--- config.mk ---
export PLATFORM = sky130hd
export DESIGN_NAME = uint_to_base_digits
export DESIGN_NICKNAME = d
export VERILOG_FILES = /design/src/hdl/u2bd_pkg.sv /design/src/hdl/u2bd_ram.sv /design/src/hdl/u2bd_front.sv /design/src/hdl/u2bd_queue.sv /design/src/hdl/u2bd_back.sv /design/src/hdl/uint_to_base_digits.sv
export SDC_FILE = /design/constraint.sdc
export NUM_CORES = 2
export LEC_CHECK = 0
export ABC_CLOCK_PERIOD_IN_PS = 16800
export BUFFER_PORTS_ARGS = -buffer_cell sky130_fd_sc_hd__buf_2
export CAP_MARGIN = 20
export CELL_PAD_IN_SITES_DETAIL_PLACEMENT = 0
export CELL_PAD_IN_SITES_GLOBAL_PLACEMENT = 1
export CORE_ASPECT_RATIO = 1.25
export CORE_UTILIZATION = 52
export CTS_CLUSTER_DIAMETER = 200
export CTS_CLUSTER_SIZE = 12
export DETAILED_ROUTE_END_ITERATION = 10
export PLACE_DENSITY = 0.86
export SYNTH_ARGS = -nofsm -noshare
export SYNTH_HDL_FRONTEND = slang
export SYNTH_SLANG_ARGS = --single-unit
--- constraint.sdc ---
create_clock -name clk -period 16.8 [get_ports clk]
set_input_delay 0 -clock clk [delete_from_list [all_inputs] [get_ports clk]]
set_output_delay 0 -clock clk [all_outputs]
set_load 0.01 [all_outputs]
--- src/hdl/u2bd_pkg.sv ---
package u2bd_pkg;

    // Default parameter values for the top level
    localparam int MAX_SYMBOLS_DEF = 16;
    localparam int VALUE_BITS_DEF  = 64;
    localparam int MAX_DIGITS_DEF  = 64;

    // Fixed field and register widths
    localparam int VALUE_W    = 64;
    localparam int CHAR_W     = 8;
    localparam int DIGIT_W    = 4;
    localparam int RADIX_W    = 5;
    localparam int CFG_IDX_W  = 2;
    localparam int CFG_DATA_W = 64;
    localparam int SYMBOL_NUM = 16;

    // Dividend bits retired per divider cycle
    localparam int STEP_BITS = 8;

    // Entries in the queue between front and back
    localparam int QUEUE_DEPTH = 2;

    // Configuration register indexes
    localparam logic [CFG_IDX_W-1:0] CFG_SYMBOL_COUNT = 2'd0;
    localparam logic [CFG_IDX_W-1:0] CFG_SYMBOLS_LOW  = 2'd1;
    localparam logic [CFG_IDX_W-1:0] CFG_SYMBOLS_HIGH = 2'd2;

    // Character codes
    localparam logic [CHAR_W-1:0] CHAR_PLUS  = 8'h2B;
    localparam logic [CHAR_W-1:0] CHAR_MINUS = 8'h2D;
    localparam logic [CHAR_W-1:0] CHAR_ZERO  = 8'h30;

    localparam int SYMBOL_COUNT_RESET = 10;

    // Class of a queued job
    typedef enum logic [1:0] {
        KIND_INVALID,
        KIND_ZERO,
        KIND_NUMBER
    } kind_t;

    typedef struct packed {
        kind_t              kind;
        logic [VALUE_W-1:0] value;
    } job_t;

    typedef enum logic [1:0] {
        BK_IDLE,
        BK_DIVIDE,
        BK_EMIT
    } back_state_t;

    // Pick symbol idx out of the two packed symbol registers
    function automatic logic [CHAR_W-1:0] symbol_at(
        input logic [CFG_DATA_W-1:0] lo,
        input logic [CFG_DATA_W-1:0] hi,
        input logic [DIGIT_W-1:0]    idx
    );
        logic [CFG_DATA_W-1:0] word;
        word = idx[3] ? hi : lo;
        return word[idx[2:0]*CHAR_W +: CHAR_W];
    endfunction

endpackage

--- src/hdl/u2bd_ram.sv ---
module u2bd_ram #(
    parameter int WIDTH = 4,
    parameter int DEPTH = 64
) (
    input  logic                     clk,
    input  logic                     we,
    input  logic [$clog2(DEPTH)-1:0] waddr,
    input  logic [WIDTH-1:0]         wdata,
    input  logic [$clog2(DEPTH)-1:0] raddr,
    output logic [WIDTH-1:0]         rdata
);

    logic [WIDTH-1:0] mem [DEPTH];

    // Write one entry, read one entry with registered data
    always_ff @(posedge clk)
    begin
        if (we)
        begin
            mem[waddr] <= wdata;
        end
        rdata <= mem[raddr];
    end

endmodule

--- src/hdl/u2bd_front.sv ---
module u2bd_front #(
    parameter int MAX_SYMBOLS = u2bd_pkg::MAX_SYMBOLS_DEF,
    parameter int VALUE_BITS  = u2bd_pkg::VALUE_BITS_DEF
) (
    input  logic                             start,
    output logic                             busy,
    input  logic [u2bd_pkg::VALUE_W-1:0]     value,
    input  logic [u2bd_pkg::RADIX_W-1:0]     symbol_count,
    input  logic [u2bd_pkg::CFG_DATA_W-1:0]  symbols_low,
    input  logic [u2bd_pkg::CFG_DATA_W-1:0]  symbols_high,
    input  logic                             queue_full,
    output logic                             push,
    output u2bd_pkg::job_t                   job
);

    logic base_bad;

    // Check the symbol set: count range, sign characters, duplicates
    always_comb
    begin
        logic [MAX_SYMBOLS-1:0]       in_use;
        logic [u2bd_pkg::CHAR_W-1:0]  sym [MAX_SYMBOLS];
        logic                         bad;
        for (int i = 0; i < MAX_SYMBOLS; i++)
        begin
            in_use[i] = (u2bd_pkg::RADIX_W'(i) < symbol_count);
            sym[i]    = u2bd_pkg::symbol_at(symbols_low, symbols_high,
                                            u2bd_pkg::DIGIT_W'(i));
        end
        bad = (symbol_count < u2bd_pkg::RADIX_W'(2)) ||
              (symbol_count > u2bd_pkg::RADIX_W'(MAX_SYMBOLS));
        for (int i = 0; i < MAX_SYMBOLS; i++)
        begin
            if (in_use[i] && (sym[i] == u2bd_pkg::CHAR_PLUS ||
                              sym[i] == u2bd_pkg::CHAR_MINUS))
            begin
                bad = 1'b1;
            end
            for (int j = i + 1; j < MAX_SYMBOLS; j++)
            begin
                if (in_use[j] && sym[j] == sym[i])
                begin
                    bad = 1'b1;
                end
            end
        end
        base_bad = bad;
    end

    // Accept a transaction whenever the queue has room, and classify it
    assign busy = queue_full;
    assign push = start && !queue_full;

    always_comb
    begin
        job.value = '0;
        job.value[VALUE_BITS-1:0] = value[VALUE_BITS-1:0];
        priority if (base_bad)
        begin
            job.kind = u2bd_pkg::KIND_INVALID;
        end
        else if (value[VALUE_BITS-1:0] == '0)
        begin
            job.kind = u2bd_pkg::KIND_ZERO;
        end
        else
        begin
            job.kind = u2bd_pkg::KIND_NUMBER;
        end
    end

endmodule

--- src/hdl/u2bd_queue.sv ---
module u2bd_queue #(
    parameter int DEPTH = u2bd_pkg::QUEUE_DEPTH
) (
    input  logic           clk,
    input  logic           rst_n,
    input  logic           push,
    input  u2bd_pkg::job_t push_job,
    input  logic           pop,
    output logic           full,
    output logic           not_empty,
    output u2bd_pkg::job_t head
);

    localparam int PW = $clog2(DEPTH);
    localparam int CW = $clog2(DEPTH + 1);

    u2bd_pkg::job_t slots_reg [DEPTH];
    logic [PW-1:0]  wr_ptr_reg, wr_ptr_next;
    logic [PW-1:0]  rd_ptr_reg, rd_ptr_next;
    logic [CW-1:0]  count_reg, count_next;

    assign full      = (count_reg == CW'(DEPTH));
    assign not_empty = (count_reg != '0);
    assign head      = slots_reg[rd_ptr_reg];

    // Advance pointers with wrap and track the fill level
    always_comb
    begin
        wr_ptr_next = wr_ptr_reg;
        rd_ptr_next = rd_ptr_reg;
        count_next  = count_reg;
        if (push)
        begin
            wr_ptr_next = (wr_ptr_reg == PW'(DEPTH - 1)) ? '0 : wr_ptr_reg + PW'(1);
        end
        if (pop)
        begin
            rd_ptr_next = (rd_ptr_reg == PW'(DEPTH - 1)) ? '0 : rd_ptr_reg + PW'(1);
        end
        if (push && !pop)
        begin
            count_next = count_reg + CW'(1);
        end
        else if (pop && !push)
        begin
            count_next = count_reg - CW'(1);
        end
    end

    always_ff @(posedge clk or negedge rst_n)
    begin
        if (!rst_n)
        begin
            wr_ptr_reg <= '0;
            rd_ptr_reg <= '0;
            count_reg  <= '0;
        end
        else
        begin
            wr_ptr_reg <= wr_ptr_next;
            rd_ptr_reg <= rd_ptr_next;
            count_reg  <= count_next;
        end
    end

    // Hold job payloads
    always_ff @(posedge clk)
    begin
        if (push)
        begin
            slots_reg[wr_ptr_reg] <= push_job;
        end
    end

endmodule

--- src/hdl/u2bd_back.sv ---
module u2bd_back #(
    parameter int VALUE_BITS = u2bd_pkg::VALUE_BITS_DEF,
    parameter int MAX_DIGITS = u2bd_pkg::MAX_DIGITS_DEF
) (
    input  logic                             clk,
    input  logic                             rst_n,
    input  logic                             job_valid,
    input  u2bd_pkg::job_t                   job,
    output logic                             pop,
    input  logic [u2bd_pkg::RADIX_W-1:0]     radix,
    input  logic [u2bd_pkg::CFG_DATA_W-1:0]  symbols_low,
    input  logic [u2bd_pkg::CFG_DATA_W-1:0]  symbols_high,
    output logic                             result_valid,
    output logic [u2bd_pkg::CHAR_W-1:0]      digit_char,
    output logic                             last_digit,
    output logic                             base_invalid
);

    localparam int SB     = u2bd_pkg::STEP_BITS;
    localparam int DW     = u2bd_pkg::DIGIT_W;
    localparam int STEPS  = (VALUE_BITS + SB - 1) / SB;
    localparam int DIV_W  = STEPS * SB;
    localparam int STEP_W = (STEPS > 1) ? $clog2(STEPS) : 1;
    localparam int AW     = $clog2(MAX_DIGITS);

    u2bd_pkg::back_state_t state_reg, state_next;

    logic [DIV_W-1:0]  div_reg, div_next;
    logic [DW-1:0]     part_reg, part_next;
    logic [STEP_W-1:0] step_reg, step_next;
    logic [AW-1:0]     idx_reg, idx_next;
    logic [AW-1:0]     rd_addr_reg, rd_addr_next;
    logic              rd_pending_reg, rd_pending_next;
    logic              rd_last_reg, rd_last_next;

    logic                        result_valid_reg, result_valid_next;
    logic [u2bd_pkg::CHAR_W-1:0] digit_char_reg, digit_char_next;
    logic                        last_digit_reg, last_digit_next;
    logic                        base_invalid_reg, base_invalid_next;

    logic [DIV_W-1:0] step_quo;
    logic [DW-1:0]    step_rem;
    logic             ram_we;
    logic [DW-1:0]    ram_rdata;

    // Divide: retire eight dividend bits per cycle, restoring style
    always_comb
    begin
        logic [DW:0]    trial;
        logic [DW-1:0]  rem;
        logic [SB-1:0]  chunk;
        logic [SB-1:0]  qbits;
        chunk = div_reg[DIV_W-1 -: SB];
        rem   = part_reg;
        qbits = '0;
        for (int b = SB - 1; b >= 0; b--)
        begin
            trial = {rem, chunk[b]};
            if (trial >= radix)
            begin
                trial    = trial - radix;
                qbits[b] = 1'b1;
            end
            rem = trial[DW-1:0];
        end
        step_rem = rem;
        step_quo = DIV_W'({div_reg, qbits});
    end

    // Digit store, least significant digit first
    u2bd_ram #(
        .WIDTH (DW),
        .DEPTH (MAX_DIGITS)
    ) u_store (
        .clk   (clk),
        .we    (ram_we),
        .waddr (idx_reg),
        .wdata (step_rem),
        .raddr (rd_addr_reg),
        .rdata (ram_rdata)
    );

    // Sequence each job: take from queue; answer invalid and zero jobs directly, divide and emit numbers
    always_comb
    begin
        state_next        = state_reg;
        div_next          = div_reg;
        part_next         = part_reg;
        step_next         = step_reg;
        idx_next          = idx_reg;
        rd_addr_next      = rd_addr_reg;
        rd_pending_next   = 1'b0;
        rd_last_next      = rd_last_reg;
        result_valid_next = 1'b0;
        digit_char_next   = digit_char_reg;
        last_digit_next   = last_digit_reg;
        base_invalid_next = base_invalid_reg;
        pop               = 1'b0;
        ram_we            = 1'b0;

        // Turn a returned digit into its symbol
        if (rd_pending_reg)
        begin
            result_valid_next = 1'b1;
            digit_char_next   = u2bd_pkg::symbol_at(symbols_low, symbols_high, ram_rdata);
            last_digit_next   = rd_last_reg;
            base_invalid_next = 1'b0;
        end

        unique case (state_reg)
            u2bd_pkg::BK_IDLE:
            begin
                if (job_valid && !rd_pending_reg)
                begin
                    pop = 1'b1;
                    unique case (job.kind)
                        u2bd_pkg::KIND_INVALID:
                        begin
                            result_valid_next = 1'b1;
                            digit_char_next   = '0;
                            last_digit_next   = 1'b1;
                            base_invalid_next = 1'b1;
                        end
                        u2bd_pkg::KIND_ZERO:
                        begin
                            result_valid_next = 1'b1;
                            digit_char_next   = u2bd_pkg::CHAR_ZERO;
                            last_digit_next   = 1'b1;
                            base_invalid_next = 1'b0;
                        end
                        u2bd_pkg::KIND_NUMBER:
                        begin
                            div_next   = DIV_W'(job.value[VALUE_BITS-1:0]);
                            part_next  = '0;
                            step_next  = '0;
                            idx_next   = '0;
                            state_next = u2bd_pkg::BK_DIVIDE;
                        end
                        default:
                        begin
                            state_next = u2bd_pkg::BK_IDLE;
                        end
                    endcase
                end
            end
            u2bd_pkg::BK_DIVIDE:
            begin
                div_next  = step_quo;
                part_next = step_rem;
                step_next = step_reg + STEP_W'(1);
                if (step_reg == STEP_W'(STEPS - 1))
                begin
                    // Store the digit; stop at a zero quotient or a full store
                    ram_we    = 1'b1;
                    part_next = '0;
                    step_next = '0;
                    idx_next  = idx_reg + AW'(1);
                    if (step_quo == '0 || idx_reg == AW'(MAX_DIGITS - 1))
                    begin
                        rd_addr_next = idx_reg;
                        state_next   = u2bd_pkg::BK_EMIT;
                    end
                end
            end
            u2bd_pkg::BK_EMIT:
            begin
                rd_pending_next = 1'b1;
                rd_last_next    = (rd_addr_reg == '0);
                rd_addr_next    = rd_addr_reg - AW'(1);
                if (rd_addr_reg == '0)
                begin
                    state_next = u2bd_pkg::BK_IDLE;
                end
            end
            default:
            begin
                state_next = u2bd_pkg::BK_IDLE;
            end
        endcase
    end

    always_ff @(posedge clk or negedge rst_n)
    begin
        if (!rst_n)
        begin
            state_reg        <= u2bd_pkg::BK_IDLE;
            rd_pending_reg   <= 1'b0;
            result_valid_reg <= 1'b0;
        end
        else
        begin
            state_reg        <= state_next;
            rd_pending_reg   <= rd_pending_next;
            result_valid_reg <= result_valid_next;
        end
    end

    // Hold datapath and result payload
    always_ff @(posedge clk)
    begin
        div_reg          <= div_next;
        part_reg         <= part_next;
        step_reg         <= step_next;
        idx_reg          <= idx_next;
        rd_addr_reg      <= rd_addr_next;
        rd_last_reg      <= rd_last_next;
        digit_char_reg   <= digit_char_next;
        last_digit_reg   <= last_digit_next;
        base_invalid_reg <= base_invalid_next;
    end

    assign result_valid = result_valid_reg;
    assign digit_char   = digit_char_reg;
    assign last_digit   = last_digit_reg;
    assign base_invalid = base_invalid_reg;

`ifndef NO_ASSERTIONS
    // A job leaves the queue only when no digit read is in flight
    assert property (@(posedge clk) disable iff (!rst_n)
        pop |-> (state_reg == u2bd_pkg::BK_IDLE && !rd_pending_reg))
        else $error("job taken while a digit read is in flight");

    // Every emit cycle produces a result, through rd_pending_reg and then result_valid_reg
    assert property (@(posedge clk) disable iff (!rst_n)
        (state_reg == u2bd_pkg::BK_EMIT) |=> ##1 result_valid)
        else $error("digit read did not produce a result");

    // Partial remainder stays below the radix while dividing
    assert property (@(posedge clk) disable iff (!rst_n)
        (state_reg == u2bd_pkg::BK_DIVIDE) |-> ({1'b0, part_reg} < radix))
        else $error("partial remainder not below radix");

    // An error result is a single final result with a zero character
    assert property (@(posedge clk) disable iff (!rst_n)
        (result_valid && base_invalid) |-> (last_digit && digit_char == '0))
        else $error("malformed error result");
`endif

endmodule

--- src/hdl/uint_to_base_digits.sv ---
// Converts an unsigned value to digit symbols of a configured base, most
// significant digit first, one result per digit with last_digit on the
// final one. A value is taken when start is high and busy is low; busy
// rises only while the two-entry job queue is full. Each result is held
// for a single cycle under result_valid and cannot be stalled. An invalid
// symbol set yields one error result, and a zero value yields one '0'
// result, both registered when the back end takes the job from the queue.
// A nonzero value is divided by the radix once per digit: the radix divider
// retires eight dividend bits per cycle, and the digit store is then read
// back one digit per cycle, most significant digit first. Write
// configuration only while the block is idle.
module uint_to_base_digits #(
    parameter int MAX_SYMBOLS = u2bd_pkg::MAX_SYMBOLS_DEF,
    parameter int VALUE_BITS  = u2bd_pkg::VALUE_BITS_DEF,
    parameter int MAX_DIGITS  = u2bd_pkg::MAX_DIGITS_DEF
) (
    input  logic                             clk,
    input  logic                             rst_n,
    input  logic                             start,
    output logic                             busy,
    input  logic [u2bd_pkg::VALUE_W-1:0]     value,
    input  logic                             cfg_write,
    input  logic [u2bd_pkg::CFG_IDX_W-1:0]   cfg_index,
    input  logic [u2bd_pkg::CFG_DATA_W-1:0]  cfg_data,
    output logic                             result_valid,
    output logic [u2bd_pkg::CHAR_W-1:0]      digit_char,
    output logic                             last_digit,
    output logic                             base_invalid
);

    logic [u2bd_pkg::RADIX_W-1:0]    symbol_count_reg;
    logic [u2bd_pkg::CFG_DATA_W-1:0] symbols_low_reg;
    logic [u2bd_pkg::CFG_DATA_W-1:0] symbols_high_reg;

    logic           push;
    logic           pop;
    logic           queue_full;
    logic           job_valid;
    u2bd_pkg::job_t push_job;
    u2bd_pkg::job_t head_job;

    // Write configuration registers; drop writes past the last index
    always_ff @(posedge clk or negedge rst_n)
    begin
        if (!rst_n)
        begin
            symbol_count_reg <= u2bd_pkg::RADIX_W'(u2bd_pkg::SYMBOL_COUNT_RESET);
            symbols_low_reg  <= '0;
            symbols_high_reg <= '0;
        end
        else if (cfg_write)
        begin
            unique case (cfg_index)
                u2bd_pkg::CFG_SYMBOL_COUNT:
                begin
                    symbol_count_reg <= cfg_data[u2bd_pkg::RADIX_W-1:0];
                end
                u2bd_pkg::CFG_SYMBOLS_LOW:
                begin
                    symbols_low_reg <= cfg_data;
                end
                u2bd_pkg::CFG_SYMBOLS_HIGH:
                begin
                    symbols_high_reg <= cfg_data;
                end
                default:
                begin
                    symbol_count_reg <= symbol_count_reg;
                end
            endcase
        end
    end

    u2bd_front #(
        .MAX_SYMBOLS (MAX_SYMBOLS),
        .VALUE_BITS  (VALUE_BITS)
    ) u_front (
        .start        (start),
        .busy         (busy),
        .value        (value),
        .symbol_count (symbol_count_reg),
        .symbols_low  (symbols_low_reg),
        .symbols_high (symbols_high_reg),
        .queue_full   (queue_full),
        .push         (push),
        .job          (push_job)
    );

    u2bd_queue #(
        .DEPTH (u2bd_pkg::QUEUE_DEPTH)
    ) u_queue (
        .clk       (clk),
        .rst_n     (rst_n),
        .push      (push),
        .push_job  (push_job),
        .pop       (pop),
        .full      (queue_full),
        .not_empty (job_valid),
        .head      (head_job)
    );

    u2bd_back #(
        .VALUE_BITS (VALUE_BITS),
        .MAX_DIGITS (MAX_DIGITS)
    ) u_back (
        .clk          (clk),
        .rst_n        (rst_n),
        .job_valid    (job_valid),
        .job          (head_job),
        .pop          (pop),
        .radix        (symbol_count_reg),
        .symbols_low  (symbols_low_reg),
        .symbols_high (symbols_high_reg),
        .result_valid (result_valid),
        .digit_char   (digit_char),
        .last_digit   (last_digit),
        .base_invalid (base_invalid)
    );

endmodule
==> run summary <==
Wirelength per Cell: 28.0 um
Nets: 3,726
Syn Inst Count: 3,392
GR Overflow Total: 0
M2 GR Usage: 0.536
largest net degree at the start of global routing: 125
endpoint class of the critical path: flip-flop
PortBufs: 145
slew margin rel.: 0.192
met3 Track Usage GR: 0.0696
Routed WL: 127 mm
grt met1 use: 0.401
Synth Cell Area: 0.0397 mm^2
final setup vio count: 0
row cnt: 112
vias in the first global route: 29,042
Iteration-0 DRC Markers: 3,205
Arrival @ worst endpoint: 13.52 ns
Hold WS: 0.0775 ns
Syn Area/Cell: 11.7 um^2
clock sinks: 627
Yosys cell types: 70
post-CTS setup buffer count: 0
deepest clock path buffer count: 3
cts repair resizes: 0
die footprint: 0.0775 mm^2
DR vias/cell: 6.39
Max-cap violations: 0
fin. max-slew vios: 0
Slowest-stage cell, CP: dfstp_2
final hold violations: 0
share of cells above drive strength 1: 0.175
Worst Path Required: 17.13 ns
Root Buffer: clkbuf_16
Critical Path Max Stage Delay: 0.74 ns
#FFs+latches synth: 627
GRT busiest layer: met2
Total Routing Usage GR: 0.327
Post-synth EDFFs: 472
Post-CTS Hold Buffers: 134
most common cell type on the critical path: ha_1
status: finished, final reports clean
syn nets: 3,583
Worst-Margin Slew: 1.21 ns
most common cell in the netlist: xnor2_1
Setup TNS Final: 0 ns
f_max: 75.8 MHz
Worst Path Max Fanout: 65
DRT antenna net count: 0
asr flop ratio synth: 0.225
HP Class: input pin to flip-flop
io pins: 146
Clock Pin Slew Worst Setup and Hold Paths: 0.07 ns
area of the core: 0.0751 mm^2
unrepaired setup endpoints after global routing: no
fin util: 0.589
height of the die: 311 um
min cycle time layout: 13.20 ns
first-pass GRT wire length: 190 mm
Post-synth top cells: xnor2_1, edfxtp_1, xor2_1
H-tree Lvls: 2
DRC Markers: 0
register area share after synthesis: 0.453
Worst-Skew Late Latency: 0.66 ns
skew final: 0.0535 ns
top post-synthesis cells by area: edfxtp_1, xnor2_1, xor2_1, dfrtp_1, mux4_2
1st-pass router iterations: 6
Area Overhead vs Synth: 11.4%
clock tree from TritonCTS: built
max reg flops: 256
Worst setup SP type: flip-flop
Tcrit/Tclk final: 0.785
DP Wirelength: 80.6 mm
initial antenna violation count: 8
Vias: 29,032
Die X: 249 um
GPL Wtd Cong: 1.06
cell taking the most area after synthesis: edfxtp_1
share of the synthesized area in the top cell type: 0.357
Post-synth top flop: edfxtp_1
starting density of the core: 0.529
Synthesis Warnings: 0
CP Class: flip-flop to flip-flop
CTS buffer count: 58
[cell type report]
type / instances / area (um^2)
Antenna cell: 3 / 7.51
Clock buffer: 93 / 1580
Clock inverter: 4 / 80.1
Fill cell: 6093 / 30900
Inverter: 39 / 146
Multi-Input combinational cell: 2377 / 20000
Sequential cell: 627 / 18000
Tap cell: 969 / 1210
Timing Repair Buffer: 432 / 3260
[metal layers]
| layer | vias up | part of all wire |
|---|---|---|
| li1 | 12401 | - |
| met1 | 14314 | 0.36 |
| met2 | 1759 | 0.47 |
| met3 | 546 | 0.095 |
| met4 | 12 | 0.069 |
| met5 | - | 0.00066 |
[worst paths after layout]
kind                                              to           startpoint  cells past startpoint  slack, ns
setup / recovery           u_back.u_store.mem[24][1]  symbol_count_reg[1]                     45       3.60
hold / removal              u_queue.slots_reg[1][58]            value[58]                      2       0.08
setup reg to reg           u_back.u_store.mem[24][1]  symbol_count_reg[1]                     45       3.60
hold reg to reg                    u_back.last_digit   u_back.rd_last_reg                      2       0.49
max in group asynchronous       symbols_high_reg[51]                rst_n                      4      15.24
min in group asynchronous        u_back.state_reg[0]                rst_n                      3       0.33
[layout by cell type (no fill, tap or decap), types with 48 or more instances in the layout]
| cell type | n |
|---|---|
| mux4_2 | 90 |
| xor2_1 | 419 |
| buf_4 | 150 |
| a21oi_1 | 55 |
| nor2_1 | 149 |
| nor4_1 | 148 |
| ha_1 | 48 |
| mux2i_1 | 122 |
| mux2_2 | 147 |
| nand2_1 | 101 |
| nand4_1 | 157 |
| buf_2 | 145 |
| clkbuf_16 | 58 |
| dfrtp_1 | 138 |
| edfxtp_1 | 472 |
| o21ai_0 | 86 |
| xnor2_1 | 583 |
| dlygate4sd3_1 | 133 |
[metrics by stage]
stage	area, um^2	cells	setup WS, ns
2_1_floorplan	39700	3392	3.74
3_3_place_gp	41200	4307	3.98
3_5_place_dp	41200	4307	3.64
4_1_cts	44200	4538	3.60
5_1_grt	44200	4542	2.62
6_report	44300	4544	3.60
[critical path: cells and delay by family, from the launching register on]
kind                     cells  cell delay, ns
AO/OA/AOI/OAI               24            5.77
adder cells (fa/ha/maj)      8            2.61
buffers and inverters        5            1.45
flip-flops                   1            0.74
multiplexers                 6            2.01
AND/OR/NAND/NOR              2            0.23
[cells by family after synthesis]
| family | Yosys count | synth area share |
|---|---|---|
| AOI/OAI and AO/OA | 266 | 0.0425 |
| DFF | 627 | 0.453 |
| muxes | 360 | 0.124 |
| buffers and inverters | 388 | 0.0462 |
| xor gates and xnor gates | 1002 | 0.221 |
| and+or+nand+nor | 692 | 0.0942 |
| adders and majority gates | 57 | 0.0195 |
Power is not shown: default switching activity piles up to over one toggle a cycle in this logic, so the estimate is an artifact.
